`config.mk`:
```
export PLATFORM = sky130hd
export DESIGN_NAME = gsv_ctrl
export DESIGN_NICKNAME = d
export VERILOG_FILES = /design/src/rtl/core/gsv_pkg.sv /design/src/rtl/core/gsv_ctrl.sv
export SDC_FILE = /design/constraint.sdc
export NUM_CORES = 1
export LEC_CHECK = 0
export ABC_AREA = 1
export BUFFER_PORTS_ARGS = -buffer_cell sky130_fd_sc_hd__buf_4
export CORE_AREA = 2 2 48 50
export DETAILED_ROUTE_END_ITERATION = 7
export DIE_AREA = 0 0 50 52
export PLACE_DENSITY = 0.72
export SYNTH_ARGS = -nofsm -noshare
export SYNTH_HDL_FRONTEND = slang
export SYNTH_SLANG_ARGS = --single-unit
```
`constraint.sdc`:
```
create_clock -name aclk -period 1.6 [get_ports aclk]
set_clock_uncertainty 0.2 [all_clocks]
set_input_delay 0.32 -clock aclk [delete_from_list [all_inputs] [get_ports aclk]]
set_output_delay 0.32 -clock aclk [all_outputs]
set_load 0.01 [all_outputs]
```
`src/rtl/core/gsv_pkg.sv`:
```
`timescale 1ns / 1ps
package gsv_pkg;

    localparam int MAX_COMPONENTS = 8;
    localparam int COMPONENT_BITS = 4;
    localparam int MAX_ENTRIES    = 4096;
    localparam int BASIS_BITS     = 16;

    localparam int VEC_W    = MAX_COMPONENTS * COMPONENT_BITS;
    localparam int RANK_W   = $clog2(MAX_ENTRIES);
    localparam int TOTAL_W  = RANK_W + 1;
    localparam int DEG_W    = 7;
    localparam int DEG_SLOTS = 2 ** DEG_W;
    localparam int LEN_W    = 4;
    localparam int CIDX_W   = $clog2(MAX_COMPONENTS);
    localparam int OP_W     = 4;
    localparam int STATUS_W = 3;
    localparam int CFG_IDX_W = 1;

    localparam logic [CFG_IDX_W-1:0] REG_TARGET_VECTOR = 1'b0;
    localparam logic [CFG_IDX_W-1:0] REG_TARGET_LENGTH = 1'b1;

    localparam logic [OP_W-1:0] OP_BUILD        = 4'd0;
    localparam logic [OP_W-1:0] OP_TYPE_TO_RANK = 4'd1;
    localparam logic [OP_W-1:0] OP_RANK_TO_TYPE = 4'd2;
    localparam logic [OP_W-1:0] OP_SUBTRACT     = 4'd3;
    localparam logic [OP_W-1:0] OP_IS_SUBTYPE   = 4'd4;
    localparam logic [OP_W-1:0] OP_FIRST_DEGREE = 4'd5;
    localparam logic [OP_W-1:0] OP_NEXT_DEGREE  = 4'd6;
    localparam logic [OP_W-1:0] OP_SET_BASIS    = 4'd7;
    localparam logic [OP_W-1:0] OP_GET_BASIS    = 4'd8;

    localparam logic [STATUS_W-1:0] STS_OK        = 3'd0;
    localparam logic [STATUS_W-1:0] STS_NONE      = 3'd1;
    localparam logic [STATUS_W-1:0] STS_NOT_BUILT = 3'd2;
    localparam logic [STATUS_W-1:0] STS_OVERFLOW  = 3'd3;
    localparam logic [STATUS_W-1:0] STS_RANGE     = 3'd4;

    typedef enum logic [2:0] {
        DISP_DONE,
        DISP_BUILD_BAD,
        DISP_POS,
        DISP_READ,
        DISP_BUILD
    } disp_t;

    typedef enum logic [2:0] {
        RES_DISP,
        RES_EVAL,
        RES_ROP,
        RES_OVER,
        RES_BUILD_OK
    } res_sel_t;

    typedef struct packed {
        logic     capture;
        logic     set_res;
        res_sel_t res_sel;
        logic     pos_init;
        logic     pos_step;
        logic     basis_wr;
        logic     b_init;
        logic     b_prod_step;
        logic     b_weight_step;
        logic     b_pass_step;
        logic     b_done;
    } cmd_t;

    typedef struct packed {
        disp_t disp;
        logic  eval_pos;
        logic  pos_done;
        logic  prod_over;
        logic  prod_last;
        logic  weight_last;
        logic  pass_last;
        logic  out_free;
    } sts_t;

    function automatic logic [COMPONENT_BITS-1:0] digit(
        input logic [VEC_W-1:0]  v,
        input logic [CIDX_W-1:0] i
    );
        return v[i*COMPONENT_BITS +: COMPONENT_BITS];
    endfunction

    function automatic logic [DEG_W-1:0] vec_degree(
        input logic [VEC_W-1:0] v,
        input logic [LEN_W-1:0] len
    );
        logic [DEG_W-1:0] sum;
        sum = '0;
        for (int i = 0; i < MAX_COMPONENTS; i++) begin
            if (LEN_W'(i) < len) begin
                sum = sum + DEG_W'(v[i*COMPONENT_BITS +: COMPONENT_BITS]);
            end
        end
        return sum;
    endfunction

endpackage

```
`src/rtl/core/gsv_ctrl.sv`:
```
`timescale 1ns / 1ps
module gsv_ctrl (
    input  logic          aclk,
    input  logic          aresetn,
    input  logic          s_valid,
    output logic          s_ready,
    input  gsv_pkg::sts_t sts,
    output gsv_pkg::cmd_t cmd
);
    import gsv_pkg::*;

    typedef enum logic [8:0] {
        ST_IDLE     = 9'b000000001,
        ST_DISP     = 9'b000000010,
        ST_EVAL     = 9'b000000100,
        ST_POS      = 9'b000001000,
        ST_ROP      = 9'b000010000,
        ST_B_PROD   = 9'b000100000,
        ST_B_WEIGHT = 9'b001000000,
        ST_B_PASS   = 9'b010000000,
        ST_B_FIN    = 9'b100000000
    } state_t;

    state_t state_reg, state_next;

    always_comb begin
        state_next = state_reg;
        cmd        = '0;
        cmd.res_sel = RES_DISP;
        unique case (state_reg)
            ST_IDLE: begin
                if (s_valid) begin
                    cmd.capture = 1'b1;
                    state_next  = ST_DISP;
                end
            end
            ST_DISP: begin
                unique case (sts.disp)
                    DISP_DONE: begin
                        if (sts.out_free) begin
                            cmd.set_res = 1'b1;
                            state_next  = ST_IDLE;
                        end
                    end
                    DISP_BUILD_BAD: begin
                        cmd.b_init = 1'b1;
                        if (sts.out_free) begin
                            cmd.set_res = 1'b1;
                            state_next  = ST_IDLE;
                        end
                    end
                    DISP_POS: begin
                        cmd.pos_init = 1'b1;
                        state_next   = ST_POS;
                    end
                    DISP_READ: begin
                        state_next = ST_EVAL;
                    end
                    DISP_BUILD: begin
                        cmd.b_init = 1'b1;
                        state_next = ST_B_PROD;
                    end
                    default: begin
                        state_next = ST_IDLE;
                    end
                endcase
            end
            ST_EVAL: begin
                if (sts.eval_pos) begin
                    cmd.pos_init = 1'b1;
                    state_next   = ST_POS;
                end else if (sts.out_free) begin
                    cmd.set_res  = 1'b1;
                    cmd.res_sel  = RES_EVAL;
                    cmd.basis_wr = 1'b1;
                    state_next   = ST_IDLE;
                end
            end
            ST_POS: begin
                if (sts.pos_done) begin
                    state_next = ST_ROP;
                end else begin
                    cmd.pos_step = 1'b1;
                end
            end
            ST_ROP: begin
                cmd.res_sel = RES_ROP;
                if (sts.out_free) begin
                    cmd.set_res = 1'b1;
                    state_next  = ST_IDLE;
                end
            end
            ST_B_PROD: begin
                cmd.res_sel = RES_OVER;
                if (sts.prod_over) begin
                    if (sts.out_free) begin
                        cmd.set_res = 1'b1;
                        state_next  = ST_IDLE;
                    end
                end else begin
                    cmd.b_prod_step = 1'b1;
                    if (sts.prod_last) begin
                        state_next = ST_B_WEIGHT;
                    end
                end
            end
            ST_B_WEIGHT: begin
                cmd.b_weight_step = 1'b1;
                if (sts.weight_last) begin
                    state_next = ST_B_PASS;
                end
            end
            ST_B_PASS: begin
                cmd.b_pass_step = 1'b1;
                if (sts.pass_last) begin
                    state_next = ST_B_FIN;
                end
            end
            ST_B_FIN: begin
                cmd.res_sel = RES_BUILD_OK;
                if (sts.out_free) begin
                    cmd.set_res = 1'b1;
                    cmd.b_done  = 1'b1;
                    state_next  = ST_IDLE;
                end
            end
            default: begin
                state_next = ST_IDLE;
            end
        endcase
    end

    always_ff @(posedge aclk) begin
        if (!aresetn) begin
            state_reg <= ST_IDLE;
        end else begin
            state_reg <= state_next;
        end
    end

    assign s_ready = (state_reg == ST_IDLE);

    a_set_needs_slot: assert property (@(posedge aclk) disable iff (!aresetn)
        cmd.set_res |-> sts.out_free)
        else $error("result loaded into a busy output slot");

    a_pos_no_overrun: assert property (@(posedge aclk) disable iff (!aresetn)
        cmd.pos_step |-> !sts.pos_done)
        else $error("position step past last component");

    a_accept_dispatch: assert property (@(posedge aclk) disable iff (!aresetn)
        (s_valid && s_ready) |=> (state_reg == ST_DISP))
        else $error("accepted beat not dispatched");

endmodule

```
## Word-level counts from Yosys, hierarchy flattened

Cells that the tools add are included.
W data, S select, Z words.

| storage, ports and cells | value |
|---|---|
| ROM bits | 0 |
| memories | 0 |
| flip-flop bits (word level) | 9 |
| logic and storage cells | 57 |
| bits in latches | 0 |
| bits of input ports | 13 |
| RAM bits | 0 |

| operators by class | value |
|---|---|
| add/subtract/negate cells | 0 |
| bitwise operators | 0 |
| reduce and logical (&&, ||, !) cells | 5 |
| $lt $le $gt $ge | 0 |
| shift-type cells | 0 |
| div/mod/pow operators | 0 |
| equal/unequal tests | 18 |
| muxes and demuxes | 33 |
| multiply operators | 0 |

Operators with widths:

| cell | count |
|---|---|
| $mux W9 | 8 |
| $pmux W9 S8 | 1 |
| $pmux W9 S4 | 1 |
| $mux W1 | 18 |
| $pmux W3 S4 | 1 |
| $eq A9 B1 Y1 const B | 1 |
| $eq A9 B2 Y1 const B | 1 |
| $eq A9 B3 Y1 const B | 1 |
| $eq A9 B4 Y1 const B | 1 |
| $eq A9 B5 Y1 const B | 1 |
| $eq A9 B6 Y1 const B | 1 |
| $eq A9 B7 Y1 const B | 1 |
| $eq A9 B8 Y1 const B | 1 |
| $eq A9 B9 Y1 const B | 1 |
| $mux W4 | 2 |
| $ne A2 B2 Y1 const B | 4 |
| $eq A3 B2 Y1 const B | 2 |
| $reduce_or A2 Y1 | 3 |
| $reduce_and A5 Y1 | 1 |
| $pmux W1 S4 | 1 |
| $eq A3 B1 Y1 const B | 1 |
| $eq A3 B3 Y1 const B | 1 |
| $logic_not A3 Y1 | 1 |
| $ne A3 B3 Y1 const B | 1 |
| $pmux W1 S2 | 1 |

## Longest topological paths before layout

Gate-level depths: netlist of the first run.

| logic depth | value |
|---|---|
| depth in word-level cells | 4 |
| mapped depth | 11 |

## Worst setup path before layout of the first run

Ideal clock, no wire load.

| timing path | value |
|---|---|
| path kind | reg2out |
| from | reg state_reg[2] |
| to | out cmd[11] (netlist name) |
| slack | -0.087 ns |
| arrival time | 1.167 ns |
| stages on the path, launching flop included | 8 |
| cells stage by stage | dfxtp_1 -> nor2_4 -> nand3_1 -> nor2_2 -> nor2_1 -> nand4_2 -> o21ai_0 -> inv_1 |

RTL lines:

| element | RTL line | RTL |
|---|---|---|
| from (decl) | gsv_ctrl.sv:24 | `state_t state_reg, state_next;` |
| from (signal assigned) | gsv_ctrl.sv:137 | `state_reg <= state_next;` |
| to (decl) | gsv_ctrl.sv:8 | `output gsv_pkg::cmd_t cmd` |

==> results of run 1 <==
==> cell usage in the layout (no fill, tap or decap) <==
master,synthesis,layout
o21ai_1,1,3
nor3_2,0,1
inv_1,31,31
nand4_2,1,1
buf_6,0,10
o31ai_4,1,1
nor2_4,4,14
nand2_1,25,19
nand3_1,15,10
nor2_2,6,5
dfxtp_1,9,1
inv_2,4,4
buf_4,0,55
dfxtp_4,0,4
o21ai_2,1,2
nor3_1,4,3
nand3_4,1,1
a21oi_1,9,7
nand4_1,2,2
a21oi_2,1,2
dfxtp_2,0,4
nand3_2,3,8
clkbuf_1,0,1
nand2_2,4,8
nand2_4,0,2
o21ai_4,0,1
nor2_1,26,17
clkbuf_4,0,3
a21oi_4,0,1
a21o_1,1,1
==> routing by layer <==
metal | global-route usage [%] | vias up
met5 | 0 | -
met4 | 11.11 | 0
met3 | 0.8621 | 6
met2 | 49.34 | 37
met1 | 30.19 | 586
li1 | - | 617
==> worst max-delay path by stage <==
stage	from	end	depth (start not counted)
floorplan	state_reg[5]	cmd[11]	7
global placement	state_reg[5]	cmd[11]	8
finish	state_reg[0]	cmd[11]	8
global route	state_reg[0]	cmd[11]	8
CTS	state_reg[3]	cmd[7]	6
detailed placement	state_reg[5]	cmd[11]	8
==> worst max-delay path, cell delays in order, from the launching register on <==
cell     delay (ns)
dfxtp_4        0.36
nor2_4         0.19
nand2_2        0.11
nor2_4         0.14
nand3_1        0.11
nand4_2        0.14
o21ai_2        0.07
inv_1          0.05
buf_4          0.11
==> per-stage QoR <==
stage,hold slack (ns),std cells,utilization [%]
after global routing,0.08100,250,78.79
final,0.06686,250,78.79
after CTS,0.07481,244,74.63
after floorplan,0.2176,153,-
after detailed placement,0.3493,231,62.92
after global placement,0.3485,231,62.92
==> logic make-up after synthesis <==
group | count (synthesis) | share of synthesized area, %
AND/OR/NAND/NOR | 91 | 52.17
buffers and inverters | 35 | 14.68
AO/OA/AOI/OAI | 18 | 13.01
flip-flops | 9 | 20.14
==> power by group <==
group          leakage, nW  total (mW)  internal (mW)  switching (mW)
clock network       0.0150       0.187         0.0966          0.0906
logic                0.761       0.877          0.408           0.470
registers           0.0774       0.290          0.255          0.0343
==> cell type report <==
class | instances | area [um2]
inverter | 35 | 131.4
tap | 28 | 35.03
timing repair buffer | 65 | 525.5
clock buffer | 4 | 26.28
fill | 140 | 446.7
sequential | 9 | 200.2
multi-input combinational | 109 | 740.7
==> what timing repair did <==
action                     in CTS  in global routing
pin swaps                      18                 15
setup endpoints to repair      22                 23
resized for setup              46                 13
cloned                          0                  0
hold buffers                    0                  0
setup buffers                   9                  8
==> results by group, run 1 <==
Clocking
  – Clk slew on worst S/H paths: 0.07 ns
  – CTS tree: built
  – H-tree depth: 1
  – Total clock buffers created by CTS: 3
  – Clock Tree Buf Depth: 2
  – CTS root buffer: clkbuf_4
  – Worst-Skew Late Latency: about 0.27 ns
  – Clock sink count: 9

Cells and area
  – Max FFs per register: 9
  – Nets: 236
  – Synthesis-to-finish area growth: 85.45%
  – Share of cells above drive strength 1: 57.21%
  – Final instance area: 1659 um2
  – N_diodes: 0

Place
  – Final GP Congestion: between 1 and 1.5
  – # port buffers: 26
  – Setup WS pre-CTS: -0.1953 ns
  – Area post-placement: 1325 um2
  – Hpwl dp: between 2 and 2.5 mm

STA
  – Tmin final: 2.075 ns
  – Fin crit share: 129.7%
  – Fin Setup TNS: -7.130 ns
  – Fin. Hold Viols: 0
  – Slew headroom: 75.16%
  – RSZ-0062 raised after global routing: true
  – Max Slew Vio Count: 0
  – Worst-margin pin slew: 0.3725 ns
  – Fmax: 0.4819 GHz
  – Final WS setup: -0.4752 ns
  – Final setup vio count: 23

Critical path
  – FF-to-FF setup slack: -0.32 ns
  – CP arrival: 1.56 ns
  – Crit path launch type: flip-flop
  – R2R Path Start: state_reg[0]
  – Reg2Reg Depth: 13
  – FF-to-FF End: state_reg[1]
  – Crit Path Category: reg -> out
  – CP required: approximately 1.1 ns
  – Crit path max fanout: 5
  – Critical Path End Type: output port

Synth
  – Post-synthesis sequential element count: 9
  – Top post-synthesis cells by area: dfxtp_1 20%, inv_1 13%, nor2_1 11%
  – Register area share after synthesis: just over 20%
  – Syn nets: approximately 170
  – Share of flip-flops with an asynchronous set or reset: 0%
  – Most common cell in the netlist: inv_1
  – Avg Inst Size Synth: just under 6 um2
  – Synth cell types: 21
  – Top_reg_cell synth: dfxtp_1
  – Synth warn: 0
  – Post-synth EDFFs: 0
  – Synthesized area: between 800 and 900 um2
  – Gate Count Post-Synth: 153
  – Cell accounting for the most synthesized area: dfxtp_1
  – Synth cell count leaders: 31 x inv_1, 26 x nor2_1, 25 x nand2_1
  – Synth top area share: 20.14%

Run status
  – Status: finished with violations
  – Failing checks: setup timing

Detailed routing
  – DRT met1 WL: 1.388 mm
  – Vias per std cell: 4.984
  – Top Metal Used: met4
  – Residual DRC: 0
  – Routed Antenna Nets: 0
  – WL/cell: 13.80 um
  – DRT Pass-1 Iters: 4
  – 1st-iter DRT viols: 43
  – Final wirelength: 3.449 mm
  – WL met3: 99 um
  – Met2 Wirelength: ~1.9 mm
  – DR vias: 1246

Global route
  – Initial antenna violation count: 0
  – Number of global-route vias before repair: roughly 1200
  – Largest net degree at the start of global routing: 7
  – Gr usage total: 25.99%
  – First-pass GRT wire length: 5.085 mm
  – Overflow after GRT: 0

Power
  – Total power draw: 1.354 mW
  – P per Cell Area: 816.3 nW/um2
  – Leak pwr: 0.8533 nW
  – Peak VDD IR: between 0.0007 and 0.0008 V

Floorplan
  – Row count: 17
  – Chip height: 52 um
  – Core Region: 2106 um2
  – Horiz. Die Dim: about 50 um
  – Die area: 2600 um2
  – Ports: 27
  – Initial core utilization: a little over two fifths

Min path
  – Hold Crit Start: aresetn
  – Hold EP: state_reg[5]
  – Hold path cells: 3
  – Min-Delay Path Class: in -> reg

Job
  – Maxcap violations: 0
Note: power is estimated with default switching activity, not from simulation.
==> inputs of run 2 (changes only) <==
MAX_ROUTING_LAYER = met4   (was default)
==> run 2 against run 1 <==
Net effect: the flow still finishes with violations (setup timing); hold slack better by 0.0061 ns; critical endpoint unchanged; sequential share of layout area stayed put; combinational power hardly changed; die area stayed put; largest cell class unchanged; maximum frequency is 0.32% lower.
==> results by group, run 2 (synthesized netlist as in run 1, its figures left out) <==
Clocking
  – Clock Tree Buf Depth: 2 (unchanged)
  – Clk slew on worst S/H paths: 0.07 ns (about the same)
  – H-tree depth: 1 (unchanged)
  – Clock sink count: 9 (unchanged)
  – Total clock buffers created by CTS: 3 (unchanged)
  – Worst-Skew Late Latency: 0.27 ns (about the same)
  – CTS root buffer: clkbuf_4
  – # hold bufs at CTS: 0 (unchanged)
  – CTS tree: built

Critical path
  – CP cell instances: nor2_4 -> nand2_2 -> nor2_4 -> nand3_1 -> nand4_2 -> o21ai_2 -> inv_1 -> buf_4
  – Crit Path Category: reg -> out
  – Crit path largest cell delay: 0.36 ns (about the same)
  – Crit path max fanout: 5 (unchanged)
  – CP arrival: 1.56 ns (about the same)
  – Crit path launch type: flip-flop
  – CP required: 1.08 ns (about the same)
  – Critical Path End Type: output port
  – Worst path slowest cell: dfxtp_4
  – Most Frequent Cell on Critical Path: nor2_4

Floorplan
  – Core Region: 2106 um2 (unchanged)
  – Ports: 27 (unchanged)
  – Initial core utilization: 42.48% (unchanged)
  – Row count: 17 (unchanged)
  – Horiz. Die Dim: 50 um (unchanged)
  – Die area: 2600 um2 (unchanged)
  – Chip height: 52 um (unchanged)

Job
  – Maxcap violations: 0 (unchanged)

STA
  – Fin crit share: 130.1% (+0.42 points)
  – Max Slew Vio Count: 0 (unchanged)
  – Fin Setup TNS: -7.048 ns (+0.08138 ns)
  – Fmax: 0.4803 GHz (-0.32%)
  – Worst-margin pin slew: 0.3708 ns (-0.001738 ns)
  – Final setup vio count: 23 (unchanged)
  – Tmin final: 2.082 ns (+0.006748 ns)
  – Fin. Hold Viols: 0 (unchanged)
  – Slew headroom: 75.28% (+0.12 points)
  – RSZ-0062 raised after global routing: true
  – Final WS setup: -0.4819 ns (-0.006748 ns)

Detailed routing
  – Vias per std cell: 4.980 (about the same)
  – Final wirelength: 3.444 mm (-0.14%)
  – Routed Antenna Nets: 0 (unchanged)
  – DR vias: 1245 (-0.080%)
  – DRT Pass-1 Iters: 4 (unchanged)
  – Residual DRC: 0 (unchanged)
  – WL/cell: 13.78 um (-0.14%)
  – 1st-iter DRT viols: 43 (unchanged)

Global route
  – Overflow after GRT: 0 (unchanged)
  – Number of global-route vias before repair: 1158 (+0.26%)
  – Largest net degree at the start of global routing: 7 (unchanged)
  – Initial antenna violation count: 0 (unchanged)
  – Gr usage total: 26.62% (+0.62 points)
  – First-pass GRT wire length: 5.071 mm (-0.28%)

Cells and area
  – Share of cells above drive strength 1: 57.21% (unchanged)
  – Synthesis-to-finish area growth: 85.45% (unchanged)
  – Commonest non-fill, non-tap cell in the layout: buf_4
  – Max FFs per register: 9 (unchanged)
  – Final instance area: 1659 um2 (unchanged)
  – Most frequent cells in the layout: 55 x buf_4, 31 x inv_1, 19 x nand2_1, 17 x nor2_1, 14 x nor2_4
  – Nets: 236 (unchanged)
  – N_diodes: 0 (unchanged)
  – Layout Utilization: 78.79% (unchanged)

Place
  – Area post-placement: 1325 um2 (unchanged)
  – Setup WS pre-CTS: -0.1953 ns (unchanged)
  – # port buffers: 26 (unchanged)
  – Hpwl dp: 2.352 mm (unchanged)
  – Final GP Congestion: 1.025 (+1.9%)

Power
  – Leak pwr: 0.8533 nW (unchanged)
  – P per Cell Area: 814.0 nW/um2 (-0.28%)
  – Peak VDD IR: 0.0007895 V (about the same)

Run status
  – Failing checks: setup timing
  – Status: finished with violations

Min path
  – Min-Delay Path Class: in -> reg
run 2: what timing repair did:
action / in CTS / in global routing
pin swaps: 18 / 15
hold endpoints to repair: 0 / 0
setup buffers: 9 / 8
gates resized for setup: 46 / 13
endpoints found under the setup margin: 22 / 23
run 2: critical path, delay by kind of cell, from the launching register on:
kind / cells / cell delay (ns)
compound gates: 1 / 0.07
simple gates: 5 / 0.69
buf+inv: 2 / 0.17
flops: 1 / 0.36
run 2: layout make-up:
type	count	area, um2
Multi-Input combinational cell	109	740.7
Timing Repair Buffer	65	525.5
Fill cell	140	446.7
Sequential cell	9	200.2
Inverter	35	131.4
Tap cell	28	35.03
Clock buffer	4	26.28
run 2: path summary, 6_finish.rpt:
path	start	end	slack (ns)	depth (start not counted)
max	state_reg[0]	cmd[11]	-0.48	8
max reg2reg	state_reg[0]	state_reg[1]	-0.32	13
min reg2reg	state_reg[5]	state_reg[5]	0.44	4
min	aresetn	state_reg[5]	0.07	3
run 2: per-stage QoR:
stage | total power, mW | std cells | hold WS, ns
after floorplan | 0.6276 | 153 | 0.2176
after global placement | 0.8950 | 231 | 0.3485
after detailed placement | 0.9073 | 231 | 0.3493
after CTS | 1.238 | 244 | 0.07481
after global routing | 1.417 | 250 | 0.08100
final | 1.351 | 250 | 0.07293
run 2: report_power, final:
group	internal, mW	total (mW)	switching, mW	leakage [nW]
registers	0.255	0.290	0.0343	0.0774
clock network	0.0964	0.183	0.0869	0.0150
logic	0.408	0.878	0.470	0.761
run 2: layer usage:
layer  up-vias  track usage (%)  routed length, um
li1        615                -                  -
met1       586            29.84               1370
met2        38            49.56               1903
met3         6           0.8621                115
met4         0            11.11                 55
met5         -                -                  0
==> inputs of run 3 (changes only) <==
REMOVE_ABC_BUFFERS = 1   (was default)
SETUP_SLACK_MARGIN = 0.05   (was default)
==> run 3 against run 2 <==
Net effect: the run still ends with setup timing left; via count up 13%; sequential cell count unchanged; register-to-register slack got worse by 0.19 ns; critical path depth unchanged; core utilization grew 4.3 points; sequential power increased by 2%; critical path type unchanged; largest cell class unchanged; largest power group unchanged.
==> results by group, run 3 (synthesized netlist as in run 1, its figures left out) <==
Run status
  – Status: finished with violations
  – Failing checks: setup timing

Critical path
  – Worst Path Buf+Inv: 2 (unchanged)
  – CP arrival: 1.60 ns (+0.04 ns)
  – R2R Path Start: state_reg[2]
  – Worst path slowest cell: dfxtp_4
  – Crit path max fanout: 4 (-1)
  – CP cell instances: nor2_4 -> nand3_4 -> nor2_4 -> nand2_4 -> nand4_4 -> o21ai_2 -> inv_2 -> buf_6
  – Crit path largest cell delay: 0.38 ns (+0.02 ns)
  – FF-to-FF End: state_reg[2]
  – Largest delay share family, worst path: simple AND/OR/NAND/NOR gates
  – Crit path launch type: flip-flop
  – Most Frequent Cell on Critical Path: nor2_4
  – Critical Path End Type: output port
  – Crit Path Category: reg -> out
  – FF-to-FF setup slack: -0.51 ns (-0.19 ns)
  – Reg2Reg Depth: 14 (+1)
  – CP required: 1.08 ns (about the same)

Place
  – Setup WS pre-CTS: -0.2694 ns (-0.07402 ns)
  – # port buffers: 26 (unchanged)
  – Hpwl dp: 2.312 mm (-1.7%)
  – Final GP Congestion: 0.9212 (-10%)

Detailed routing
  – DR vias: 1412 (+13%)
  – WL/cell: 16.97 um (+23%)
  – Vias per std cell: 5.537 (+11%)
  – Final wirelength: 4.328 mm (+26%)
  – DRT Pass-1 Iters: 4 (unchanged)
  – Routed Antenna Nets: 0 (unchanged)
  – 1st-iter DRT viols: 70 (+63%)
  – Residual DRC: 0 (unchanged)

Clocking
  – Clk slew on worst S/H paths: 0.08 ns (about the same)
  – CTS tree: built
  – Worst-Skew Late Latency: 0.29 ns (+0.02 ns)
  – CTS root buffer: clkbuf_4
  – Clock Tree Buf Depth: 2 (unchanged)
  – H-tree depth: 1 (unchanged)
  – Clock sink count: 9 (unchanged)
  – Total clock buffers created by CTS: 3 (unchanged)

Cells and area
  – Share of cells above drive strength 1: 61.67% (+4.5 points)
  – Synthesis-to-finish area growth: 95.66%
  – Area of the multi-input gates: 780.7 um2 (+5.4%)
  – Nets: 241 (+2.1%)
  – N_diodes: 0 (unchanged)
  – Max FFs per register: 9 (unchanged)
  – Most frequent cells in the layout: 56 x buf_4, 27 x inv_1, 17 x nor2_1, 17 x nand2_1
  – Fill count: 121 (-14%)
  – Register area: 198.9 um2 (-0.62%)
  – Commonest non-fill, non-tap cell in the layout: buf_4

Global route
  – First-pass GRT wire length: 5.830 mm (+15%)
  – Number of global-route vias before repair: 1340 (+16%)
  – Gr usage total: 29.90% (+3.3 points)
  – Initial antenna violation count: 0 (unchanged)
  – Overflow after GRT: 0 (unchanged)
  – Largest net degree at the start of global routing: 7 (unchanged)

Floorplan
  – Chip height: 52 um (unchanged)
  – Initial core utilization: 42.48% (unchanged)
  – Core Region: 2106 um2 (unchanged)
  – Die area: 2600 um2 (unchanged)
  – Ports: 27 (unchanged)
  – Horiz. Die Dim: 50 um (unchanged)
  – Row count: 17 (unchanged)

STA
  – Fin. Hold Viols: 0 (unchanged)
  – Fin crit share: 132.7% (+2.6 points)
  – RSZ-0062 raised after global routing: true
  – Tmin final: 2.124 ns (+0.04169 ns)
  – Final WS setup: -0.5236 ns (-0.04169 ns)
  – Max Slew Vio Count: 0 (unchanged)
  – Worst-margin pin slew: 0.3703 ns (-0.0004703 ns)
  – Fmax: 0.4709 GHz (-2.0%)
  – Slew headroom: 75.31% (about the same)
  – Final setup vio count: 23 (unchanged)
  – WHS: 0.05353 ns (-0.01940 ns)

Power
  – P per Cell Area: 853.9 nW/um2 (+4.9%)
  – Peak VDD IR: 0.0008647 V (+9.5%)
  – Leak pwr: 0.9019 nW (+5.7%)

Min path
  – Hold EP: state_reg[5]
  – Min-Delay Path Class: in -> reg
  – Hold Crit Start: aresetn
  – Hold path cells: 3 (unchanged)

Job
  – Maxcap violations: 0 (unchanged)
-- run 3: cell count changes in the layout (fill, tap and decap cells not counted), moves of 2 or more --
cell / previous run / this run
nand2_1: 19 / 17
inv_2: 4 / 8
buf_6: 10 / 14
o21ai_1: 3 / 1
dfxtp_2: 4 / 6
nand2_2: 8 / 10
inv_1: 31 / 27
nand3_2: 8 / 6
nand3_4: 1 / 3
-- run 3: routing by layer --
| metal | wire length (um) | track usage (%) | up-vias |
|---|---|---|---|
| met3 | 376 | 2.299 | 21 |
| met2 | 2132 | 54.17 | 106 |
| met1 | 1632 | 33.74 | 661 |
| met5 | 0 | - | - |
| met4 | 187 | 12.96 | 0 |
| li1 | - | - | 624 |
-- run 3: worst reg2reg max path, stage by stage (launching register included) --
cell and delay (ns):
dfxtp_4 0.36, nor2_4 0.20, nand3_2 0.13, nor2_4 0.17
buf_4 0.14, buf_6 0.08, buf_4 0.10, buf_4 0.09
buf_4 0.09, buf_4 0.09, buf_4 0.09, nand3_1 0.05
nand2_1 0.08, nand4_1 0.11, inv_1 0.07
-- run 3: repair_timing --
item,CTS,global route
buffers inserted,14,6
resized for setup,48,32
hold buffers,0,0
pin swaps,13,17
endpoints found under the setup margin,23,23
-- run 3: area by class of cell --
class	count	area share (%)
Sequential cell	9	11.37
Timing Repair Buffer	70	33.02
Tap cell	28	2.001
Clock buffer	4	1.501
Inverter	35	7.505
Multi-Input combinational cell	109	44.60
-- run 3: worst max path at each step --
stage | endpoint | depth (start not counted) | from
floorplan | cmd[11] | 7 | state_reg[2]
global placement | cmd[11] | 8 | state_reg[2]
detailed placement | cmd[11] | 8 | state_reg[2]
CTS | cmd[11] | 8 | state_reg[5]
global route | state_reg[2] | 14 | state_reg[2]
finish | cmd[11] | 8 | state_reg[5]
-- run 3: power by group --
| group | switching (mW) | internal, mW | leakage (nW) | total [mW] |
|---|---|---|---|---|
| clock network | 0.101 | 0.0969 | 0.0150 | 0.198 |
| logic | 0.546 | 0.456 | 0.809 | 1.00 |
| registers | 0.0431 | 0.252 | 0.0776 | 0.295 |
| total | 0.690 | 0.804 | 0.902 | 1.49 |
-- run 3: metrics by stage --
| step | area (um2) | setup TNS (ns) | total power [mW] | utilization, % | instances |
|---|---|---|---|---|---|
| floorplan | 894.6 | -0.1324 | 0.6201 | - | 153 |
| global placement | 1320 | -1.452 | 0.8807 | 62.69 | 233 |
| detailed placement | 1320 | -2.223 | 0.9012 | 62.69 | 233 |
| CTS | 1600 | -5.769 | 1.224 | 76.00 | 251 |
| global route | 1750 | -8.897 | 1.531 | 83.13 | 255 |
| finish | 1750 | -8.020 | 1.495 | 83.13 | 255 |
